--- config.mk ---
export PLATFORM = sky130hd
export DESIGN_NAME = one_lane_bridge_arbiter_flat
export DESIGN_NICKNAME = d
export VERILOG_FILES = /design/src/olba_pkg.sv /design/src/olba_event_if.sv /design/src/olba_result_if.sv /design/src/one_lane_bridge_arbiter.sv /design/src/flat_wrapper.sv
export SDC_FILE = /design/constraint.sdc
export NUM_CORES = 1
export LEC_CHECK = 0
export BUFFER_PORTS_ARGS = -buffer_cell sky130_fd_sc_hd__clkbuf_2
export CAP_MARGIN = 20
export CORE_MARGIN = 8
export CORE_UTILIZATION = 40
export CTS_BUF_LIST = sky130_fd_sc_hd__clkbuf_4 sky130_fd_sc_hd__clkbuf_8 sky130_fd_sc_hd__clkbuf_16
export CTS_CLUSTER_DIAMETER = 100
export DETAILED_ROUTE_END_ITERATION = 16
export GPL_TIMING_DRIVEN = 0
export PLACE_DENSITY_LB_ADDON = 0.08
export SYNTH_ARGS = -nofsm -noshare
export SYNTH_HDL_FRONTEND = slang
export SYNTH_SLANG_ARGS = --single-unit
--- constraint.sdc ---
create_clock -name clk -period 7.7 [get_ports clk]
set_clock_uncertainty 0.05 [all_clocks]
set_input_delay 1.155 -clock clk [delete_from_list [all_inputs] [get_ports clk]]
set_output_delay 1.155 -clock clk [all_outputs]
set_load 0.01 [all_outputs]
--- src/olba_pkg.sv ---
// One-lane bridge arbiter: shared types and constants.
// Transaction structs, command, verdict, cause and turn codes, register indexes.
// No dependencies.
`default_nettype none

package olba_pkg;

  localparam int CFG_INDEX_W = 2;
  localparam int CFG_DATA_W  = 8;

  localparam logic [CFG_INDEX_W-1:0] REG_MAX_ON_BRIDGE   = 2'd0;
  localparam logic [CFG_INDEX_W-1:0] REG_MAX_CONSECUTIVE = 2'd1;
  localparam logic [CFG_INDEX_W-1:0] REG_MAX_WEIGHT      = 2'd2;
  localparam logic [CFG_INDEX_W-1:0] REG_MAX_HEIGHT      = 2'd3;

  localparam logic [3:0] RST_MAX_ON_BRIDGE   = 4'd3;
  localparam logic [7:0] RST_MAX_CONSECUTIVE = 8'd5;
  localparam logic [7:0] RST_MAX_WEIGHT      = 8'd20;
  localparam logic [3:0] RST_MAX_HEIGHT      = 4'd4;

  localparam logic [2:0] CMD_ARRIVE      = 3'd0;
  localparam logic [2:0] CMD_REQUEST     = 3'd1;
  localparam logic [2:0] CMD_LEAVE       = 3'd2;
  localparam logic [2:0] CMD_SET_SENSOR  = 3'd3;
  localparam logic [2:0] CMD_SET_BARRIER = 3'd4;
  localparam logic [2:0] CMD_FAULT_BLOCK = 3'd5;
  localparam logic [2:0] CMD_RESUME      = 3'd6;

  localparam logic [2:0] VERDICT_ACK        = 3'd0;
  localparam logic [2:0] VERDICT_GRANTED    = 3'd1;
  localparam logic [2:0] VERDICT_WAIT       = 3'd2;
  localparam logic [2:0] VERDICT_REJ_WEIGHT = 3'd3;
  localparam logic [2:0] VERDICT_REJ_HEIGHT = 3'd4;
  localparam logic [2:0] VERDICT_REJ_FAULT  = 3'd5;

  localparam logic [2:0] CAUSE_NONE       = 3'd0;
  localparam logic [2:0] CAUSE_WEIGHT     = 3'd1;
  localparam logic [2:0] CAUSE_HEIGHT     = 3'd2;
  localparam logic [2:0] CAUSE_MECHANICAL = 3'd3;
  localparam logic [2:0] CAUSE_COMPONENT  = 3'd4;

  localparam logic [1:0] TURN_LEFT  = 2'd0;
  localparam logic [1:0] TURN_RIGHT = 2'd1;
  localparam logic [1:0] TURN_NONE  = 2'd2;

  typedef struct packed {
    logic [2:0] command;
    logic       direction;
    logic [7:0] vehicle_weight;
    logic [3:0] vehicle_height;
    logic       severe_fault;
    logic       component_ok;
  } event_t;

  typedef struct packed {
    logic [2:0]  verdict;
    logic        blocked;
    logic [2:0]  block_cause;
    logic [1:0]  turn;
    logic [3:0]  on_bridge_count;
    logic [7:0]  consecutive_count;
    logic [15:0] total_crossed;
  } result_t;

endpackage

`default_nettype wire

--- src/olba_event_if.sv ---
// Event channel of the one-lane bridge arbiter: valid, ready and payload.
// Depends on olba_pkg.
`default_nettype none

interface olba_event_if;
  logic              valid;
  logic              ready;
  olba_pkg::event_t  data;

  modport source (output valid, output data, input ready);
  modport sink   (input valid, input data, output ready);
endinterface

`default_nettype wire

--- src/olba_result_if.sv ---
// Result channel of the one-lane bridge arbiter: valid, ready and payload.
// Depends on olba_pkg.
`default_nettype none

interface olba_result_if;
  logic              valid;
  logic              ready;
  olba_pkg::result_t data;

  modport source (output valid, output data, input ready);
  modport sink   (input valid, input data, output ready);
endinterface

`default_nettype wire

--- src/one_lane_bridge_arbiter.sv ---
// One-lane bridge arbiter: event decode, state update and result buffer.
// Depends on olba_pkg, olba_event_if and olba_result_if.
//
// The arbiter takes one event per clock and answers each with exactly one result
// transaction, registered in the result buffer on acceptance. Every event is
// resolved in a single pass of compares and counter updates between the state
// registers and a two-entry result buffer; the buffer lets the block keep taking
// events while one finished result waits on the output, and events stall only when
// both entries are full. Configuration writes take effect at the clock edge of the
// write and are meant to be done while no transaction is in flight.
`default_nettype none

module one_lane_bridge_arbiter #(
  parameter int COUNT_WIDTH = 8,
  parameter int TOTAL_WIDTH = 16
) (
  input  wire logic                               clk,
  input  wire logic                               rst,
  olba_event_if.sink                              events,
  olba_result_if.source                           results,
  input  wire logic                               cfg_we,
  input  wire logic [olba_pkg::CFG_INDEX_W-1:0]   cfg_index,
  input  wire logic [olba_pkg::CFG_DATA_W-1:0]    cfg_data
);

  localparam int CMP_W = (COUNT_WIDTH > 8) ? COUNT_WIDTH : 8;

  // configuration
  logic [3:0] max_on_bridge;
  logic [7:0] max_consecutive;
  logic [7:0] max_weight;
  logic [3:0] max_height;

  // arbiter state
  logic [3:0]             crossing [2];
  logic [COUNT_WIDTH-1:0] waiting  [2];
  logic [COUNT_WIDTH-1:0] run      [2];
  logic [1:0]             current_turn;
  logic                   suspended;
  logic [2:0]             cause_code;
  logic [1:0]             sensor_ok;
  logic [1:0]             barrier_ok;
  logic [TOTAL_WIDTH-1:0] total;

  logic [3:0]             crossing_next [2];
  logic [COUNT_WIDTH-1:0] waiting_next  [2];
  logic [COUNT_WIDTH-1:0] run_next      [2];
  logic [1:0]             current_turn_next;
  logic                   suspended_next;
  logic [2:0]             cause_code_next;
  logic [1:0]             sensor_ok_next;
  logic [1:0]             barrier_ok_next;
  logic [TOTAL_WIDTH-1:0] total_next;
  logic [2:0]             verdict;

  // result buffer
  olba_pkg::result_t head;
  olba_pkg::result_t spill;
  logic              head_valid;
  logic              spill_valid;
  olba_pkg::result_t result_new;

  olba_pkg::event_t ev;
  logic             accept;
  logic             pop;
  logic             me;
  logic             other;
  logic [2:0]       reject_verdict;
  logic [2:0]       reject_cause;
  logic             my_turn;
  logic             room;
  logic             run_ok;
  logic [3:0]       crossing_dec;
  logic [CMP_W-1:0]       run_wide;
  logic [CMP_W-1:0]       max_consec_wide;
  logic [COUNT_WIDTH+7:0] run_out_ext;
  logic [TOTAL_WIDTH+15:0] total_out_ext;

  assign ev     = events.data;
  assign accept = events.valid && events.ready;
  assign pop    = head_valid && results.ready;
  assign me     = ev.direction;
  assign other  = ~ev.direction;

  assign events.ready  = !rst && !spill_valid;
  assign results.valid = head_valid;
  assign results.data  = head;

  always_ff @(posedge clk) begin
    if (rst) begin
      max_on_bridge   <= olba_pkg::RST_MAX_ON_BRIDGE;
      max_consecutive <= olba_pkg::RST_MAX_CONSECUTIVE;
      max_weight      <= olba_pkg::RST_MAX_WEIGHT;
      max_height      <= olba_pkg::RST_MAX_HEIGHT;
    end else if (cfg_we) begin
      case (cfg_index)
        olba_pkg::REG_MAX_ON_BRIDGE:   max_on_bridge   <= cfg_data[3:0];
        olba_pkg::REG_MAX_CONSECUTIVE: max_consecutive <= cfg_data[7:0];
        olba_pkg::REG_MAX_WEIGHT:      max_weight      <= cfg_data[7:0];
        olba_pkg::REG_MAX_HEIGHT:      max_height      <= cfg_data[3:0];
        default: ;
      endcase
    end
  end

  always_comb begin
    if (ev.vehicle_weight > max_weight) begin
      reject_verdict = olba_pkg::VERDICT_REJ_WEIGHT;
      reject_cause   = olba_pkg::CAUSE_WEIGHT;
    end else if (ev.vehicle_height > max_height) begin
      reject_verdict = olba_pkg::VERDICT_REJ_HEIGHT;
      reject_cause   = olba_pkg::CAUSE_HEIGHT;
    end else if (ev.severe_fault) begin
      reject_verdict = olba_pkg::VERDICT_REJ_FAULT;
      reject_cause   = olba_pkg::CAUSE_MECHANICAL;
    end else begin
      reject_verdict = olba_pkg::VERDICT_ACK;
      reject_cause   = olba_pkg::CAUSE_NONE;
    end
  end

  assign run_wide        = CMP_W'(run[me]);
  assign max_consec_wide = CMP_W'(max_consecutive);
  assign my_turn = (current_turn == {1'b0, me}) || (current_turn == olba_pkg::TURN_NONE);
  assign room    = crossing[me] < max_on_bridge;
  assign run_ok  = (waiting[other] == '0) || (run_wide < max_consec_wide);
  assign crossing_dec = crossing[me] - 4'd1;

  always_comb begin
    crossing_next     = crossing;
    waiting_next      = waiting;
    run_next          = run;
    current_turn_next = current_turn;
    suspended_next    = suspended;
    cause_code_next   = cause_code;
    sensor_ok_next    = sensor_ok;
    barrier_ok_next   = barrier_ok;
    total_next        = total;
    verdict           = olba_pkg::VERDICT_ACK;

    case (ev.command)
      olba_pkg::CMD_ARRIVE: begin
        if (waiting[me] != '1) waiting_next[me] = waiting[me] + 1'b1;
      end
      olba_pkg::CMD_REQUEST: begin
        if (!sensor_ok[me] || !barrier_ok[me]) begin
          verdict = olba_pkg::VERDICT_WAIT;
        end else if (reject_verdict != olba_pkg::VERDICT_ACK) begin
          verdict = reject_verdict;
          if (waiting[me] != '0) waiting_next[me] = waiting[me] - 1'b1;
          if (!suspended) begin
            suspended_next  = 1'b1;
            cause_code_next = reject_cause;
          end
        end else if (suspended || !my_turn || (crossing[other] != 4'd0) || !room ||
                     !run_ok) begin
          verdict = olba_pkg::VERDICT_WAIT;
        end else begin
          verdict = olba_pkg::VERDICT_GRANTED;
          if (current_turn == olba_pkg::TURN_NONE) current_turn_next = {1'b0, me};
          if (waiting[me] != '0) waiting_next[me] = waiting[me] - 1'b1;
          crossing_next[me] = crossing[me] + 4'd1;
          if (waiting[other] != '0 && run[me] != '1) run_next[me] = run[me] + 1'b1;
        end
      end
      olba_pkg::CMD_LEAVE: begin
        if (crossing[me] != 4'd0) begin
          crossing_next[me] = crossing_dec;
          if (total != '1) total_next = total + 1'b1;
          if (crossing_dec == 4'd0) begin
            if (run_wide >= max_consec_wide) run_next[me] = '0;
            if (waiting[other] != '0) begin
              current_turn_next = {1'b0, other};
            end else begin
              current_turn_next = olba_pkg::TURN_NONE;
              run_next[me]      = '0;
            end
          end
        end
      end
      olba_pkg::CMD_SET_SENSOR:  sensor_ok_next[me]  = ev.component_ok;
      olba_pkg::CMD_SET_BARRIER: barrier_ok_next[me] = ev.component_ok;
      olba_pkg::CMD_FAULT_BLOCK: begin
        if (!suspended) begin
          suspended_next  = 1'b1;
          cause_code_next = olba_pkg::CAUSE_COMPONENT;
        end
      end
      olba_pkg::CMD_RESUME: begin
        suspended_next  = 1'b0;
        cause_code_next = olba_pkg::CAUSE_NONE;
        sensor_ok_next  = 2'b11;
        barrier_ok_next = 2'b11;
      end
      default: ;
    endcase
  end

  assign run_out_ext   = {8'd0, run_next[me]};
  assign total_out_ext = {16'd0, total_next};

  always_comb begin
    result_new.verdict           = verdict;
    result_new.blocked           = suspended_next;
    result_new.block_cause       = cause_code_next;
    result_new.turn              = current_turn_next;
    result_new.on_bridge_count   = crossing_next[me];
    result_new.consecutive_count = run_out_ext[7:0];
    result_new.total_crossed     = total_out_ext[15:0];
  end

  always_ff @(posedge clk) begin
    if (rst) begin
      crossing     <= '{default: '0};
      waiting      <= '{default: '0};
      run          <= '{default: '0};
      current_turn <= olba_pkg::TURN_NONE;
      suspended    <= 1'b0;
      cause_code   <= olba_pkg::CAUSE_NONE;
      sensor_ok    <= 2'b11;
      barrier_ok   <= 2'b11;
      total        <= '0;
    end else if (accept) begin
      crossing     <= crossing_next;
      waiting      <= waiting_next;
      run          <= run_next;
      current_turn <= current_turn_next;
      suspended    <= suspended_next;
      cause_code   <= cause_code_next;
      sensor_ok    <= sensor_ok_next;
      barrier_ok   <= barrier_ok_next;
      total        <= total_next;
    end
  end

  always_ff @(posedge clk) begin
    if (rst) begin
      head_valid  <= 1'b0;
      spill_valid <= 1'b0;
    end else if (pop) begin
      if (spill_valid) begin
        head <= spill;
        if (accept) begin
          spill <= result_new;
        end else begin
          spill_valid <= 1'b0;
        end
      end else if (accept) begin
        head <= result_new;
      end else begin
        head_valid <= 1'b0;
      end
    end else if (accept) begin
      if (!head_valid) begin
        head       <= result_new;
        head_valid <= 1'b1;
      end else begin
        spill       <= result_new;
        spill_valid <= 1'b1;
      end
    end
  end

  a_one_direction: assert property (@(posedge clk) disable iff (rst)
    !((crossing[0] != 4'd0) && (crossing[1] != 4'd0)))
    else $error("vehicles crossing from both sides");

  a_cause_matches_block: assert property (@(posedge clk) disable iff (rst)
    suspended == (cause_code != olba_pkg::CAUSE_NONE))
    else $error("block flag and cause disagree");

  a_spill_needs_head: assert property (@(posedge clk) disable iff (rst)
    spill_valid |-> head_valid)
    else $error("result buffer holds spill without head");

  a_grant_sets_turn: assert property (@(posedge clk) disable iff (rst)
    (accept && verdict == olba_pkg::VERDICT_GRANTED) |=>
      (current_turn == {1'b0, $past(me)}))
    else $error("grant left turn on the other side");

endmodule

`default_nettype wire
--- src/flat_wrapper.sv ---
// flat-port wrapper written by rule: the top's interface ports become plain ports
module one_lane_bridge_arbiter_flat 
#(
  parameter int COUNT_WIDTH = 8,
  parameter int TOTAL_WIDTH = 16
)
  (clk, rst, cfg_we, cfg_index, cfg_data, events_valid, events_data, events_ready, results_valid, results_data, results_ready);
  olba_event_if events_i ();
  olba_result_if results_i ();
  input  wire logic clk;
  input  wire logic rst;
  input  wire logic cfg_we;
  input  wire logic [olba_pkg::CFG_INDEX_W-1:0] cfg_index;
  input  wire logic [olba_pkg::CFG_DATA_W-1:0] cfg_data;
  input wire logic [$bits(events_i.valid)-1:0] events_valid;
  input wire logic [$bits(events_i.data)-1:0] events_data;
  output wire logic [$bits(events_i.ready)-1:0] events_ready;
  output wire logic [$bits(results_i.valid)-1:0] results_valid;
  output wire logic [$bits(results_i.data)-1:0] results_data;
  input wire logic [$bits(results_i.ready)-1:0] results_ready;
  assign events_i.valid = events_valid;
  assign events_i.data = events_data;
  assign events_ready = events_i.ready;
  assign results_valid = results_i.valid;
  assign results_data = results_i.data;
  assign results_i.ready = results_ready;
  one_lane_bridge_arbiter #(.COUNT_WIDTH(COUNT_WIDTH), .TOTAL_WIDTH(TOTAL_WIDTH)) u_core (.clk(clk), .rst(rst), .events(events_i), .results(results_i), .cfg_we(cfg_we), .cfg_index(cfg_index), .cfg_data(cfg_data));
endmodule
Yosys cells after proc, flatten, opt, wreduce, memory -nomap -nowiden
Index checks and enable logic that the tools add are counted.
{"block": "word_totals", "ff_bits": 166, "in_bits": 33, "output_inout_bits": 39}
{"block": "classes", "add_sub_neg": 6, "n_lt_le_gt_ge": 10, "eq_ne": 22, "mux": 110, "n_bitwise": 7, "n_reduce_logical": 46}
{"op": "37-bit two-way mux", "count": 9}
{"op": "16-bit two-way mux", "count": 19}
{"op": "8-bit two-way mux", "count": 17}
{"op": "16-bit one-hot mux with 2 select lines", "count": 2}
{"op": "16-bit bitwise mux", "count": 3}
{"op": "4-bit two-way mux", "count": 10}
{"op": "3-bit two-way mux", "count": 12}
{"op": "16-bit bitwise AND", "count": 2}
{"op": "2-bit two-way mux", "count": 9}
{"op": "16-bit by 1-bit adder with 16-bit output, second input constant", "count": 1}
{"op": "8-bit by 1-bit adder with 8-bit output, second input constant", "count": 2}
{"op": "8-bit bitwise mux", "count": 2}
{"op": "1-bit two-way mux", "count": 16}
{"op": "16-bit != test, second input constant", "count": 1}
{"op": "8-bit != test, second input constant", "count": 2}
{"op": "16-bit inverter", "count": 1}
{"op": "8-bit one-hot mux with 2 select lines", "count": 1}
{"op": "8-bit nonzero test", "count": 2}
{"op": "2-bit AND reduction", "count": 7}
{"op": "2-bit one-hot mux with 2 select lines", "count": 3}
{"op": "2-bit nonzero test", "count": 6}
{"op": "2-bit != test, second input constant", "count": 5}
{"op": "5-bit AND reduction", "count": 2}
{"op": "3-bit equality test, second input constant", "count": 3}
{"op": "other kinds (38)", "count": 64}

Depth between registers and ports, before layout
{"block": "logic_depth", "word_depth": 22, "depth_mapped": 20, "ltp_nobuf": 12}

Worst setup path before layout
Ideal clock, no wire load.
{"block": "synth_timing", "path_kind": "input to register", "startpoint": "input port events_data[14]", "endpoint": "register u_core.spill[16] (netlist name) (data pin)", "t_arrival_ps": 4590, "t_required_ps": 7377, "slack_ps": 2787, "path_stages": 20, "cell_sequence": "buf_6 buf_6 buf_6 buf_6 buf_6 clkbuf_1 buf_1 mux2_2 ha_1 nor2b_1 o211ai_1 a21o_1 and3_1 buf_2 and4_1 buf_4 a21oi_4 buf_4 a211oi_1 a21oi_1"}
{"item": "from (decl)", "line": "flat_wrapper.sv:16", "rtl": "input wire logic [$bits(events_i.data)-1:0] events_data;"}
{"item": "to (signal assigned)", "line": "one_lane_bridge_arbiter.sv:244", "rtl": "spill <= result_new;"}
{"item": "to (signal assigned)", "line": "one_lane_bridge_arbiter.sv:258", "rtl": "spill <= result_new;"}
{"item": "to (decl)", "line": "one_lane_bridge_arbiter.sv:58", "rtl": "olba_pkg::result_t spill;"}

Worst setup path after layout
{"block": "layout_timing", "startpoint": "input port events_data[14]", "endpoint": "register u_core.head, in the netlist u_core.results.data[17] (data pin)"}
{"block": "layout_via", "elab_chain_len": 22, "elab_cells_between_ends": 73}
{"item": "parallel branches: the longest is 16 deep, another holds 8-bit >= comparator"}
{"item": "8-bit two-way mux (not written as such) (*) (3 in series)", "line": "one_lane_bridge_arbiter.sv:199", "rtl": "assign run_out_ext = {8'd0, run_next[me]};"}
{"item": "37-bit two-way mux (on tied branches)", "line": "one_lane_bridge_arbiter.sv:254, one_lane_bridge_arbiter.sv:248"}
{"item": "37-bit two-way mux (on tied branches)", "line": "one_lane_bridge_arbiter.sv:253, one_lane_bridge_arbiter.sv:241"}
{"item": "37-bit two-way mux (*)", "line": "one_lane_bridge_arbiter.sv:240", "rtl": "end else if (pop) begin"}
{"item": "to (signal assigned)", "line": "one_lane_bridge_arbiter.sv:242", "rtl": "head <= spill;"}
{"item": "to (signal assigned)", "line": "one_lane_bridge_arbiter.sv:249", "rtl": "head <= result_new;"}
{"item": "to (signal assigned)", "line": "one_lane_bridge_arbiter.sv:255", "rtl": "head <= result_new;"}
{"item": "to (decl)", "line": "one_lane_bridge_arbiter.sv:57", "rtl": "olba_pkg::result_t head;"}
Every way passes the cells marked *. The select of a mux whose other input is x is not followed.
A chain may end at the register's enable or synchronous reset.

==> out/qor.txt <==
max_cap viols = 0
Slew headroom = 0.416
Die Height = 170 um
number of vias per cell = 5.47
GR Overflow Total = 0
num rows = 56
hold endpoint = u_core.max_weight[6]
Async SR Flop Fraction = 0
total track usage = 0.200
slack of the critical path = 1.87 ns
largest net degree at the start of global routing = 20
fin crit share = 0.758
Synth Flop Type = dfxtp_1
Ys Warns = 0
drt wl/cell = 19.2 um
P_leak = 4.31 nW
antenna violations before repair = 0
power after layout = 2.07 mW
worst r2r path cells = 13
Initial Utilization = 0.404
Layout area overhead = 14.8%
R2R Path End = u_core.results.data[17]
Synth Instances = 1054
CP arrival = 5.95 ns
fraction of layout cells with a size suffix above 1 = 0.145
First DRT Iteration DRCs = 630
syn nets = 1117
crit-path most repeated cell = buf_6
Root Buffer Master = clkbuf_16
post-synthesis cell area = 9430 sq um
most common cell in the netlist = nor2_1
Worst-path clk slew = 0.07 ns
final hold vios = 0
Die Wd = 170 um
library cells used by synthesis = 80
dpl hpwl = 21400 um
CTS sink cnt = 166
Synth area leader = edfxtp_1
Slowest-stage cell, CP = a221oi_1
worst hold margin = 0.407 ns
Min-Delay Path Class = reg -> reg
total CTS buffers = 17
worst path required time = 7.82 ns
Worst Tran Pin Value = 0.876 ns
Setup violations, final = 0
Final Max Tran Viols = 0
RR Startpoint = u_core.crossing[3]
CTS Hold Buffers Added = 0
Core Box Area = 23300 sq um
Post-CTS Setup Inserts = 0
Yosys reg bits = 166
Inserted Diodes = 0
pre-CTS worst setup slack = 1.43 ns
Hold Crit Depth = 2
Max VDD drop = 0.134 mV
CP Cell Sequence = buf_6, buf_6, buf_6, buf_6, buf_6, clkbuf_1, buf_1, mux2_2, ha_1, nor2b_1, o211ai_1, a21o_1, and3_1, buf_2, and4_1, buf_4, a21oi_4, a221oi_1, o31ai_1
critical path's top delay family = buffers and inverters
global placement routability congestion = 0.901
Worst Setup End Kind = flip-flop
final wirelength = 28400 um
startpoint types = input port
Worst path max stage delay = 0.59 ns
latest clock arrival within the worst-skew pair = 0.44 ns
Power Density = 191 nW/um^2
unrepaired setup endpoints after global routing = false
# nets final = 1208
vias in the first global route = 7645
Tmin final = 5.83 ns
cts repair resizes = 0
top post-synthesis cells by area = edfxtp_1 24%, dfxtp_1 20%, nor2_1 5.5%
first drt pass iteration count = 5
CP bufs+invs = 9
CTS tree = built
Die ar. = 28700 sq um
Seq/Total Area, Yosys = 0.431
run status = completed
EDFF count, synth = 74
Max Fclk = 171 MHz
H-tree depth = 4
Final TNS setup = 0 ns
synth cell count leaders = 138 x nor2_1, 107 x nand2_1, 92 x dfxtp_1
CTS max path bufs = 2
R2R Setup Slk = 3.90 ns
Setup CP Type = in -> reg
Yosys top cell area share = 0.236
DRC Markers = 0
post-synthesis area per instance = 8.94 sq um
first-pass GRT wire length = 44400 um
via count = 8085
port bufs = 68
IO Pins = 72
HP Start = u_core.max_weight[6]
crit path max fanout = 10
Antenna Nets Post-Route = 0
cells by family after synthesis:
kind of cell | after synthesis | share of synthesized area
xor+xnor | 47 | 0.0437
compound gates | 227 | 0.161
mux | 46 | 0.0527
flops | 166 | 0.431
buf+inv | 116 | 0.0539
simple gates | 422 | 0.218
fa+ha+maj | 30 | 0.0398
worst max path at each step:
stage	from	end	slack (ns)	cells past startpoint
floorplan	events_data[14]	u_core.spill[16]	2.79	20
global placement	rst	u_core.results.data[18]	1.19	4
detailed placement	events_data[14]	u_core.results.data[17]	1.43	19
CTS	events_data[14]	u_core.results.data[17]	1.88	19
global route	events_data[14]	u_core.results.data[17]	1.66	19
finish	events_data[14]	u_core.results.data[17]	1.87	19
final cells by class:
class	count	area [sq um]
Fill cell	2375	12500
Multi-Input combinational cell	772	4860
Sequential cell	166	4060
Clock buffer	18	433
Timing Repair Buffer	72	402
Tap cell	319	399
Buffer	57	287
Inverter	59	221
Clock inverter	14	159
through the flow:
| stage | cells | area, sq um | utilization |
|---|---|---|---|
| 6_report | 1477 | 10800 | 0.464 |
| 5_1_grt | 1477 | 10800 | 0.464 |
| 4_1_cts | 1477 | 10800 | 0.464 |
| 3_5_place_dp | 1445 | 10200 | 0.439 |
| 3_3_place_gp | 1441 | 10200 | 0.436 |
| 2_1_floorplan | 1054 | 9430 | - |
tightest hold or removal path, cell delays in order, from the launching register on:
cell	delay, ns
dfxtp_1	0.31
nand2_1	0.05
a21oi_1	0.05
state kept, by name, summed over array words and instances (netlist names), named ones only:
| register | flops |
|---|---|
| u_core.results.data | 37 |
| u_core.spill | 37 |
| u_core.run | 16 |
| u_core.total | 16 |
| u_core.waiting | 14 |
| u_core.crossing | 8 |
| u_core.max_consec_wide | 8 |
| u_core.max_weight | 8 |
| u_core.max_height | 4 |
| u_core.max_on_bridge | 4 |
| u_core.cause_code | 3 |
| u_core.barrier_ok | 2 |
| u_core.current_turn | 2 |
| u_core.sensor_ok | 2 |
| u_core.results.valid | 1 |
| u_core.spill_valid | 1 |
| u_core.suspended | 1 |
routing by layer:
layer	GRT usage	part of all wire	wire length [um]
met1	0.280	0.48	13500
met2	0.309	0.44	12500
met3	0.0309	0.058	1640
met4	0.0677	0.023	657
met5	0	0	0
cells in the final DEF (no fill, tap or decap), types with 11 or more instances in the layout:
master / netlist / layout
nand3_1: 32 / 32
clkbuf_16: 0 / 17
o21ai_1: 23 / 23
mux2i_1: 30 / 30
xnor2_1: 29 / 29
mux2_2: 13 / 13
dfxtp_1: 92 / 92
nor3_1: 25 / 24
nand4_1: 17 / 17
inv_1: 57 / 57
nor2_1: 138 / 138
or3_1: 13 / 13
a211oi_1: 17 / 17
o21ai_0: 27 / 27
a31oi_1: 11 / 11
nand2b_1: 17 / 17
edfxtp_1: 74 / 74
a21oi_1: 68 / 68
clkbuf_1: 32 / 32
xor2_1: 18 / 18
and3_1: 16 / 15
ha_1: 30 / 30
nand2_1: 107 / 107
clkbuf_2: 0 / 68
power breakdown:
group	total [mW]	switching (mW)	internal, mW
logic	0.238	0.158	0.0802
registers	0.957	0.0135	0.943
clock network	0.871	0.405	0.466
total	2.07	0.576	1.49
(Power assumes the default switching activity.)
